`src/hw/rtl/sbl_ram.sv`:
```
`default_nettype none

module sbl_ram #(
	parameter int unsigned WIDTH = 8,
	parameter int unsigned DEPTH = 16
) (
	input  wire logic                     clk,
	input  wire logic                     we,
	input  wire logic [$clog2(DEPTH)-1:0] waddr,
	input  wire logic [WIDTH-1:0]         wdata,
	input  wire logic [$clog2(DEPTH)-1:0] raddr,
	output logic      [WIDTH-1:0]         rdata
);
	logic [WIDTH-1:0] mem [DEPTH];

	always_ff @(posedge clk) begin
		if (we) begin
			mem[waddr] <= wdata;
		end
		rdata <= mem[raddr];
	end
endmodule

`default_nettype wire

```
`config.mk`:
```
export PLATFORM = sky130hd
export DESIGN_NAME = sbl_ram
export DESIGN_NICKNAME = d
export VERILOG_FILES = /design/src/hw/rtl/sbl_ram.sv
export SDC_FILE = /design/constraint.sdc
export NUM_CORES = 1
export LEC_CHECK = 0
export BUFFER_PORTS_ARGS = -buffer_cell sky130_fd_sc_hd__buf_4
export CORE_MARGIN = 3
export CORE_UTILIZATION = 40
export CTS_CLUSTER_SIZE = 40
export DETAILED_ROUTE_END_ITERATION = 16
export PLACE_DENSITY = 0.62
export REMOVE_ABC_BUFFERS = 1
export SETUP_SLACK_MARGIN = 0.4
export SYNTH_ARGS = -nofsm -noshare
export SYNTH_HDL_FRONTEND = slang
export SYNTH_SLANG_ARGS = --single-unit
```
`constraint.sdc`:
```
create_clock -name clk -period 2.2 [get_ports clk]
set_input_delay 0.55 -clock clk [delete_from_list [all_inputs] [get_ports clk]]
set_output_delay 0.55 -clock clk [all_outputs]
set_load 0.1 [all_outputs]
```
==> impl_results.rst <==
.. list-table::
   :header-rows: 1

   * - Metric
     - Value
   * - Run status
     - finished clean
   * - Most common cell in the netlist
     - edfxtp_1
   * - Number of buffers inserted to repair setup after CTS
     - 0
   * - Combined buffer and inverter count along the critical path
     - 1
   * - Post-synth top flop
     - edfxtp_1
   * - Final worst clock skew
     - 0.00418 ns
   * - CTS Hold Bufs
     - 0
   * - Data arrival time at the worst-slack endpoint
     - 1.10 ns
   * - Synth-to-layout area growth
     - 22.2%
   * - Clock network latency to the later pin of the worst-skew pair
     - 0.41 ns
   * - Number of global-route vias before repair
     - 2,598
   * - Final cell area excluding filler cells
     - 6290 µm²
   * - Startpoint types
     - register
   * - Number of CTS-inserted buffers
     - 17
   * - Leak pwr
     - 2.15 nW
   * - Fraction of registers with async set/reset
     - 0%
   * - Area of the core
     - 12,300 µm²
   * - Fraction of layout instances using a drive strength above 1
     - 32.1%
   * - Kind of cell adding the most delay to the critical path
     - flip-flops
   * - Post-CTS Resized
     - 0
   * - Clock tree from TritonCTS
     - built
   * - Kind of end point of the critical path
     - output pin
   * - Setup Total Neg Slack
     - 0 ns
   * - Total number of vias
     - 2,434
   * - Clk buf depth
     - 2
   * - Sum of net half-perimeters after detailed placement
     - 6290 µm
   * - IO Port Bufs
     - 25
   * - Top achievable clock speed
     - 604 MHz
   * - FP Rows
     - 40
   * - Wire length of the first global-routing pass
     - 14,900 µm
   * - Worst path max stage delay
     - 0.38 ns
   * - Synth top area share
     - 74.7%
   * - Library cells used by synthesis
     - 19
   * - Total wirelength of the detailed-routed design
     - 9550 µm
   * - Syn Area/Cell
     - 22.5 µm²
   * - Areal power density over the cells
     - 1020 nW/µm²
   * - Via density per instance
     - 5.25
   * - Data required time at the worst endpoint
     - 1.65 ns
   * - DRC violations left
     - 0
   * - Placer Congestion
     - 0.720
   * - Syn Inst Count
     - 229
   * - DIE AREA
     - 14,300 µm²
   * - Sequential-to-total area share from yosys stat
     - 77.8%
   * - Number of sinks handled by clock tree synthesis
     - 136
   * - Aggregate global-route resource usage
     - 14.5%
   * - Cell Area, Synth
     - 5150 µm²
   * - Flip-flop and latch count after synthesis
     - 136
   * - Endpoints failing hold
     - 0
   * - Max-slew violations
     - 0
   * - Final min period
     - 1.65 ns
   * - Endpoints failing setup
     - 0
   * - Reg clk slew, reported paths
     - 0.06 ns
   * - Final worst path period share
     - 75.2%
   * - Max capacitance violation total
     - 0
   * - Worst path slowest cell
     - dfxtp_1
   * - Cell-by-cell listing of the critical path
     - buf_4
   * - Cell type with the largest total area after synthesis
     - edfxtp_1
   * - Path type of the worst min-delay path
     - in -> reg
   * - Number of enable flip-flop cells after synthesis
     - 128
   * - Setup repair after global routing missed its margin
     - no
   * - Starting density of the core
     - 41.8%
   * - Utilization after layout
     - 51.1%
   * - Classification of the worst setup path
     - reg -> out
   * - Remaining antenna violation count
     - 0
   * - Placed standard-cell area
     - 5630 µm²
   * - Pre-Repair DR Iteration Count
     - 4
   * - ANT cells
     - 0
   * - Peak ir drop on the vdd network
     - 0.000570 V
   * - Die boundary width
     - 119 µm
   * - I/O pins
     - 26
   * - Number of antenna violations at the first check in global routing
     - 0
   * - Count of warnings emitted by yosys
     - 0
   * - Total congestion overflow after global routing
     - 0
   * - Clock root buffer
     - clkbuf_16
   * - Cell types with the largest area share after synthesis
     - edfxtp_1 75%, mux4_2 7.9%, mux4_1 7.1%
   * - Post-layout total power
     - 6.41 mW
   * - Number of violations reported at the end of detailed-routing iteration 0
     - 129
   * - Final net count
     - 301
   * - Fillers
     - 1,006
   * - Maximum fanout encountered on the critical timing path
     - 1
   * - Least-Margin Pin Slew
     - 0.477 ns
   * - Wire per inst
     - 20.6 µm
   * - Largest net degree at the start of global routing
     - 33
   * - Die span in y
     - 119 µm
   * - Most frequent cells after synthesis
     - 128 x edfxtp_1, 18 x mux4_2, 16 x a22oi_1
   * - Number of H-tree levels
     - 4
   * - R2r setup slk
     - 0.86 ns
   * - Headroom to the max-slew limit
     - 68.2%
==> metal layers <==
layer / routed length, µm / track usage, % / part of all wire, %
met3: 544 / 6.08 / 5.7
met5: 0 / 0 / 0
met2: 4510 / 21.5 / 47
met4: 83 / 5.23 / 0.87
met1: 4410 / 19.4 / 46
==> sequential cells by signal, summed over array words and instances (netlist names) <==
register / count
rdata: 8
mem: 128
==> cell families after synthesis <==
family                 Yosys count  synth area share (%)
AOI/OAI and AO/OA               16                  2.33
buffers and inverters           10                  1.68
DFF                            136                  77.8
muxes                           32                  15.0
and+or+nand+nor                 35                  3.18
==> worst paths after layout <==
kind / from / endpoint / cells after the start
max: rdata[2] / rdata[2] / 1
min: wdata[5] / mem[15][5] / 1
max reg2reg: mem[1][2] / rdata[2] / 3
min reg2reg: mem[11][3] / rdata[3] / 3
==> metrics by stage <==
stage	cells	hold slack [ns]	setup WS [ns]
6_report	464	0.445	0.545
5_1_grt	464	0.443	0.512
4_1_cts	464	0.434	0.520
3_5_place_dp	432	0.677	0.278
3_3_place_gp	432	0.658	0.290
2_1_floorplan	219	0.629	0.157
==> power by group <==
part | internal [mW] | switching [mW]
clock | 2.07 | 1.02
sequential | 2.90 | 0.0196
combinational | 0.137 | 0.270
total | 5.10 | 1.31
==> layout make-up <==
class                           instances  area [µm²]  share of cell area (%)
Sequential cell                       136        4000                    63.7
Multi-Input combinational cell         83        1060                    16.8
Clock buffer                           20         457                    7.26
Timing Repair Buffer                   45         363                    5.77
Tap cell                              168         210                    3.34
Clock inverter                         12         198                    3.14
==> placed cells by master (no fill, tap or decap), drive strengths merged, types with 2 or more instances in the layout <==
cell      count
nor3          4
nand2         9
clkinv        5
mux4         32
clkbuf       20
clkinvlp      2
edfxtp      128
bufinv        5
dfxtp         8
nor2         13
buf          45
nand3b        2
nand2b        2
a22oi        16
Power figures use the tool's default switching activity.
