==> src/hw/rtl/sbl_pkg.sv <==
`default_nettype none

package sbl_pkg;

	localparam int unsigned MAX_FRAME_BITS_DEF = 1024;
	localparam int unsigned SAMPLE_WIDTH_DEF   = 16;

	localparam int unsigned CFG_IDX_W  = 3;
	localparam int unsigned CFG_DATA_W = 11;
	localparam int unsigned BITS_W     = 11;
	localparam int unsigned STEP_W     = 10;
	localparam int unsigned SMP_W      = 16;
	localparam int unsigned LLR_W      = 16;
	localparam int unsigned POS_W      = 10;
	localparam int unsigned SCR_W      = 15;
	localparam int unsigned FRAC_W     = 16;
	localparam int unsigned SCALE_W    = 32;
	localparam int unsigned SUMSQ_W    = 63;
	localparam int unsigned G_W        = 40;
	localparam int unsigned DIV_W      = 64;
	localparam int unsigned DIV_CNT_W  = $clog2(DIV_W + 1);

	localparam logic [SCR_W-1:0]   SCR_SEED       = 15'h4a80;
	localparam logic [BITS_W-1:0]  SHORT_BITS_RST = 11'd384;
	localparam logic [BITS_W-1:0]  LONG_BITS_RST  = 11'd768;
	localparam logic [STEP_W-1:0]  STEP_RST       = 10'd1;
	localparam logic [DIV_W-1:0]   EPS_Q32        = 64'd4294967;
	localparam logic [DIV_W-1:0]   SUMSQ_LIMIT    = 64'h4000_0000_0000_0000;

	localparam logic ACTION_LOAD = 1'b0;
	localparam logic ACTION_READ = 1'b1;

	typedef enum logic [CFG_IDX_W-1:0] {
		REG_FRAME_MODE  = 3'd0,
		REG_SHORT_BITS  = 3'd1,
		REG_LONG_BITS   = 3'd2,
		REG_SHORT_STEP  = 3'd3,
		REG_LONG_STEP   = 3'd4
	} cfg_reg_t;

	typedef struct packed {
		logic              action;
		logic signed [SMP_W-1:0] sample;
	} req_t;

	typedef struct packed {
		logic signed [LLR_W-1:0] llr;
		logic [POS_W-1:0]  position;
		logic              last;
		logic              valid_res;
	} rsp_t;

	typedef struct packed {
		logic             start;
		logic [DIV_W-1:0] dividend;
		logic [DIV_W-1:0] divisor;
	} div_req_t;

	typedef struct packed {
		logic             done;
		logic [DIV_W-1:0] quotient;
		logic [DIV_W-1:0] remainder;
	} div_res_t;

	typedef enum logic [4:0] {
		ST_IDLE,
		ST_SUM,
		ST_SUM_END,
		ST_CHK,
		ST_E_RD,
		ST_E_MUL,
		ST_E_DIV,
		ST_E_SQ,
		ST_E_ACC,
		ST_G_DIV,
		ST_NN,
		ST_NNG,
		ST_SC_DIV,
		ST_M1_DIV,
		ST_M7_DIV,
		ST_M8_DIV,
		ST_RD1,
		ST_RD2,
		ST_NRDY
	} state_t;

endpackage

`default_nettype wire

==> src/hw/rtl/sbl_divider.sv <==
`default_nettype none

module sbl_divider
	import sbl_pkg::*;
(
	input  wire logic     clk,
	input  wire logic     arst_n,
	input  wire div_req_t req,
	output div_res_t      res
);
	logic [DIV_W-1:0]     quo_q;
	logic [DIV_W-1:0]     rem_q;
	logic [DIV_W-1:0]     den_q;
	logic [DIV_CNT_W-1:0] cnt_q;
	logic                 busy_q;
	logic                 done_q;
	logic [DIV_W:0]       trial;
	logic                 ge;
	logic [DIV_W:0]       diff;

	always_comb begin
		trial = {rem_q, quo_q[DIV_W-1]};
		ge    = trial >= {1'b0, den_q};
		diff  = trial - {1'b0, den_q};
	end

	always_ff @(posedge clk or negedge arst_n) begin
		if (!arst_n) begin
			busy_q <= 1'b0;
			done_q <= 1'b0;
			cnt_q  <= '0;
		end else begin
			done_q <= 1'b0;
			if (req.start && !busy_q) begin
				busy_q <= 1'b1;
				cnt_q  <= DIV_CNT_W'(DIV_W);
			end else if (busy_q) begin
				cnt_q <= cnt_q - 1'b1;
				if (cnt_q == DIV_CNT_W'(1)) begin
					busy_q <= 1'b0;
					done_q <= 1'b1;
				end
			end
		end
	end

	always_ff @(posedge clk) begin
		if (req.start && !busy_q) begin
			quo_q <= req.dividend;
			rem_q <= '0;
			den_q <= req.divisor;
		end else if (busy_q) begin
			quo_q <= {quo_q[DIV_W-2:0], ge};
			rem_q <= ge ? diff[DIV_W-1:0] : trial[DIV_W-1:0];
		end
	end

	assign res = {done_q, quo_q, rem_q};
endmodule

`default_nettype wire

==> config.mk <==
export PLATFORM = sky130hd
export DESIGN_NAME = sbl_divider
export DESIGN_NICKNAME = d
export VERILOG_FILES = /design/src/hw/rtl/sbl_pkg.sv /design/src/hw/rtl/sbl_divider.sv
export SDC_FILE = /design/constraint.sdc
export NUM_CORES = 1
export LEC_CHECK = 0
export ABC_AREA = 1
export ABC_CLOCK_PERIOD_IN_PS = 8300
export BUFFER_PORTS_ARGS = -buffer_cell sky130_fd_sc_hd__buf_2
export CAP_MARGIN = 20
export CORE_UTILIZATION = 25
export CTS_BUF_LIST = sky130_fd_sc_hd__clkbuf_8
export DETAILED_ROUTE_END_ITERATION = 10
export PLACE_DENSITY = 0.38
export SETUP_SLACK_MARGIN = 0.4
export SYNTH_ARGS = -nofsm -noshare
export SYNTH_HDL_FRONTEND = slang
export SYNTH_SLANG_ARGS = --single-unit
==> constraint.sdc <==
create_clock -name clk -period 8.3 [get_ports clk]
set_input_delay 1.245 -clock clk [delete_from_list [all_inputs] [get_ports clk]]
set_output_delay 1.245 -clock clk [all_outputs]
set_load 0.01 [all_outputs]
==> reports/results.tsv <==
metric	value	unit
outcome	complete, no violations	
clock_skew	0.0537	ns
port_buffers	259	
hold_class	primary input to asynchronous set/reset pin	
ys_warn_count	0	
switching_share	49.2	%
p_switching	3.33	mW
multi_input_area	7140	µm²
wl	55500	µm
vias_per_cell	4.31	
insertion_delay	0.64	ns
start_util	25.4	%
timing_worst_setup_path_type	flip-flop to flip-flop	
grtUsageTotal	18.8	%
critPathCaptureType	flip-flop	
arrival	4.23	ns
grt_max_degree	129	
clockPowerShare	16.0	%
cts_buffers	42	
synthArstFlopShare	4.48	%
intPower	3.45	mW
grt_pass1_vias	14085	
synth_fa_ha_area_share	5.88	%
cts_tree	built	
syn_inst	2192	
worst_slew_pin_slew	0.945	ns
drc	0	
finalCriticalPeriod	3.71	ns
wl_met3	3110	µm
p_leak	9.55	nW
ir_drop	0.149	mV
hpwlAfterDp	44300	µm
vias	13990	
crit_fanout	68	
regToRegStartpoint	den_q[52]$_DFFE_PP_	
nNetsFinal	2651	
power_frac_comb	57.5	%
startpoint_type	flip-flop	
top_layer_used	met5	
finalSetupViolCount	0	
area_delta_synth_final	20.3	%
cts_setup_buffers	0	
r2r_slack	4.59	ns
final_cell_mix	nand2_1, inv_1, buf_2	
p_per_area	392	nW/µm²
routedWlPerCell	17.1	µm
synth-compound-area-share	4.32	%
syn_area	14400	µm²
antenna_found_initial	6	
synth_ff_type	edfxtp_1	
r2r_end	rem_q[26]$_SDFFE_PP0P_	
synth.area.mux_share	0	%
synth-simple-area-share	37.4	%
wl_met2	25600	µm
die_height	242	µm
seq_area	5350	µm²
place_ws	4.60	ns
synth_enable_flop_cells	128	
clk_root_buffer_cell	clkbuf_8	
fin_crit_sh	44.7	%
firstDrtPassIters	5	
ant_nets	0	
layout.cells.most_common	nand2_1	
syn_avg_cell_area	6.56	µm²
die-area	58500	µm²
grt_pass1_wl	84600	µm
die_w	242	µm
synth-xor-area-share	1.89	%
hold_violations	0	
synthesis.nets	2390	
rsz0062_at_grt	false	
fmax	270	MHz
max_cap_viol_count	0	
ys_seq_elements	201	
cts_resized	0	
met1Wirelength	25600	µm
drt_iter0_drc	766	
gp_congestion	0.899	
synth.distinct_cells	41	
layout_setup_ws	4.59	ns
maxSlewViolCount	0	
synth_seq_area_share	37.2	%
io_pins	260	
clock-sinks	201	
fillCellCount	6554	
required	8.82	ns
max_slew_margin	37.0	%
ctsHoldBuffers	0	
h-tree-depth	2	
drive_above_1_share	14.8	%
final.setup.tns	0	ns
path_clk_slew	0.06	ns
cts_buffer_depth	3	
grt_remaining_overflow	0	
row_count	87	
synth_top_family_by_area	simple AND/OR/NAND/NOR gates	
p_seq_share	26.6	%
core_area	56600	µm²
rr_worst_depth	16	
-- cell families (layout without fill, tap and decap cells) --
family / Yosys count / in the layout
compound gates: 116 / 116
xor+xnor: 31 / 31
fa+ha+maj: 67 / 67
buf+inv: 487 / 782
flops: 201 / 201
other cells: 0 / 3
simple gates: 1290 / 1290
-- flip-flops by register name, indices dropped and copies added, names as in the netlist --
register  cells
cnt_q         7
quo_q        64
den_q        64
busy_q        1
rem_q        64
done_q        1
-- layer usage --
layer / GRT usage (%) / vias to the layer above
met1: 24.6 / 6336
met3: 4.18 / 64
met2: 31.1 / 326
met4: 5.10 / 6
met5: 0 / -
li1: - / 7258
-- power groups by stage --
stage | registers, mW | logic, mW | clock network (mW)
after floorplan | 1.92 | 2.47 | 0
after global placement | 1.82 | 3.94 | 0
after detailed placement | 1.82 | 3.95 | 0
after CTS | 1.81 | 3.96 | 1.14
after global routing | 1.86 | 4.42 | 1.18
final | 1.80 | 3.90 | 1.08
-- synthesized netlist by cell type, drive strengths merged (5+ instances only) --
cell	n	area (µm²)
nand2	922	3490
inv	435	1630
nand3	166	866
edfxtp	128	3840
nor2	125	529
ha	66	826
dfxtp	64	1280
a21oi	51	255
o21ai	49	245
buf	29	199
nand3b	28	210
xnor2	28	245
clkbuf	20	75.1
nand4	20	125
nor3	19	95.1
o21bai	11	86.3
dfrtp	9	225
and2	5	31.3
-- stage by stage --
step	hold WS, ns	cell area (µm²)	instances	power (mW)	util (%)
4_1_cts	0.405	17300	3243	6.92	30.6
5_1_grt	0.431	17300	3244	7.47	30.6
6_report	0.458	17300	3246	6.78	30.6
3_3_place_gp	0.458	16400	3165	5.76	29.0
2_1_floorplan	0.432	14400	2192	4.39	-
3_5_place_dp	0.469	16400	3165	5.76	29.0
-- area by class of cell --
cell class              count  share of cell area [%]
diodes                      3                  0.0434
clock buffers              48                    3.82
clock inverters            30                    1.14
inverters                 438                    9.51
multi-input cells        1504                    41.2
flip-flops and latches    201                    30.9
well taps                 756                    5.47
repair buffers            266                    7.87
-- critical path: stages, from the launching register on --
cell	delay [ns]
edfxtp_1	0.33
inv_1	0.05
ha_1	0.38
nand2_1	0.21
inv_1	0.06
nand2_1	0.06
nand2_1	0.06
nand2_1	0.06
nand2_1	0.07
a21oi_1	0.27
nand2_1	0.14
nor2_4	0.08
buf_4	0.69
nand2_4	0.63
nand2_1	0.23
nand3_1	0.08
o21ai_0	0.11
-- worst max-delay path by stage --
stage	from	to	slack, ns	cells after the start
2_1_floorplan	req[128]	quo_q[0]$_DFFE_PP_	4.43	3
3_3_place_gp	den_q[56]$_DFFE_PP_	rem_q[50]$_SDFFE_PP0P_	4.68	14
3_5_place_dp	den_q[56]$_DFFE_PP_	rem_q[26]$_SDFFE_PP0P_	4.60	14
4_1_cts	den_q[56]$_DFFE_PP_	rem_q[13]$_SDFFE_PP0P_	4.57	14
5_1_grt	den_q[56]$_DFFE_PP_	rem_q[13]$_SDFFE_PP0P_	4.24	14
6_report	den_q[52]$_DFFE_PP_	rem_q[26]$_SDFFE_PP0P_	4.59	16
Power figures use the tool's default switching activity.
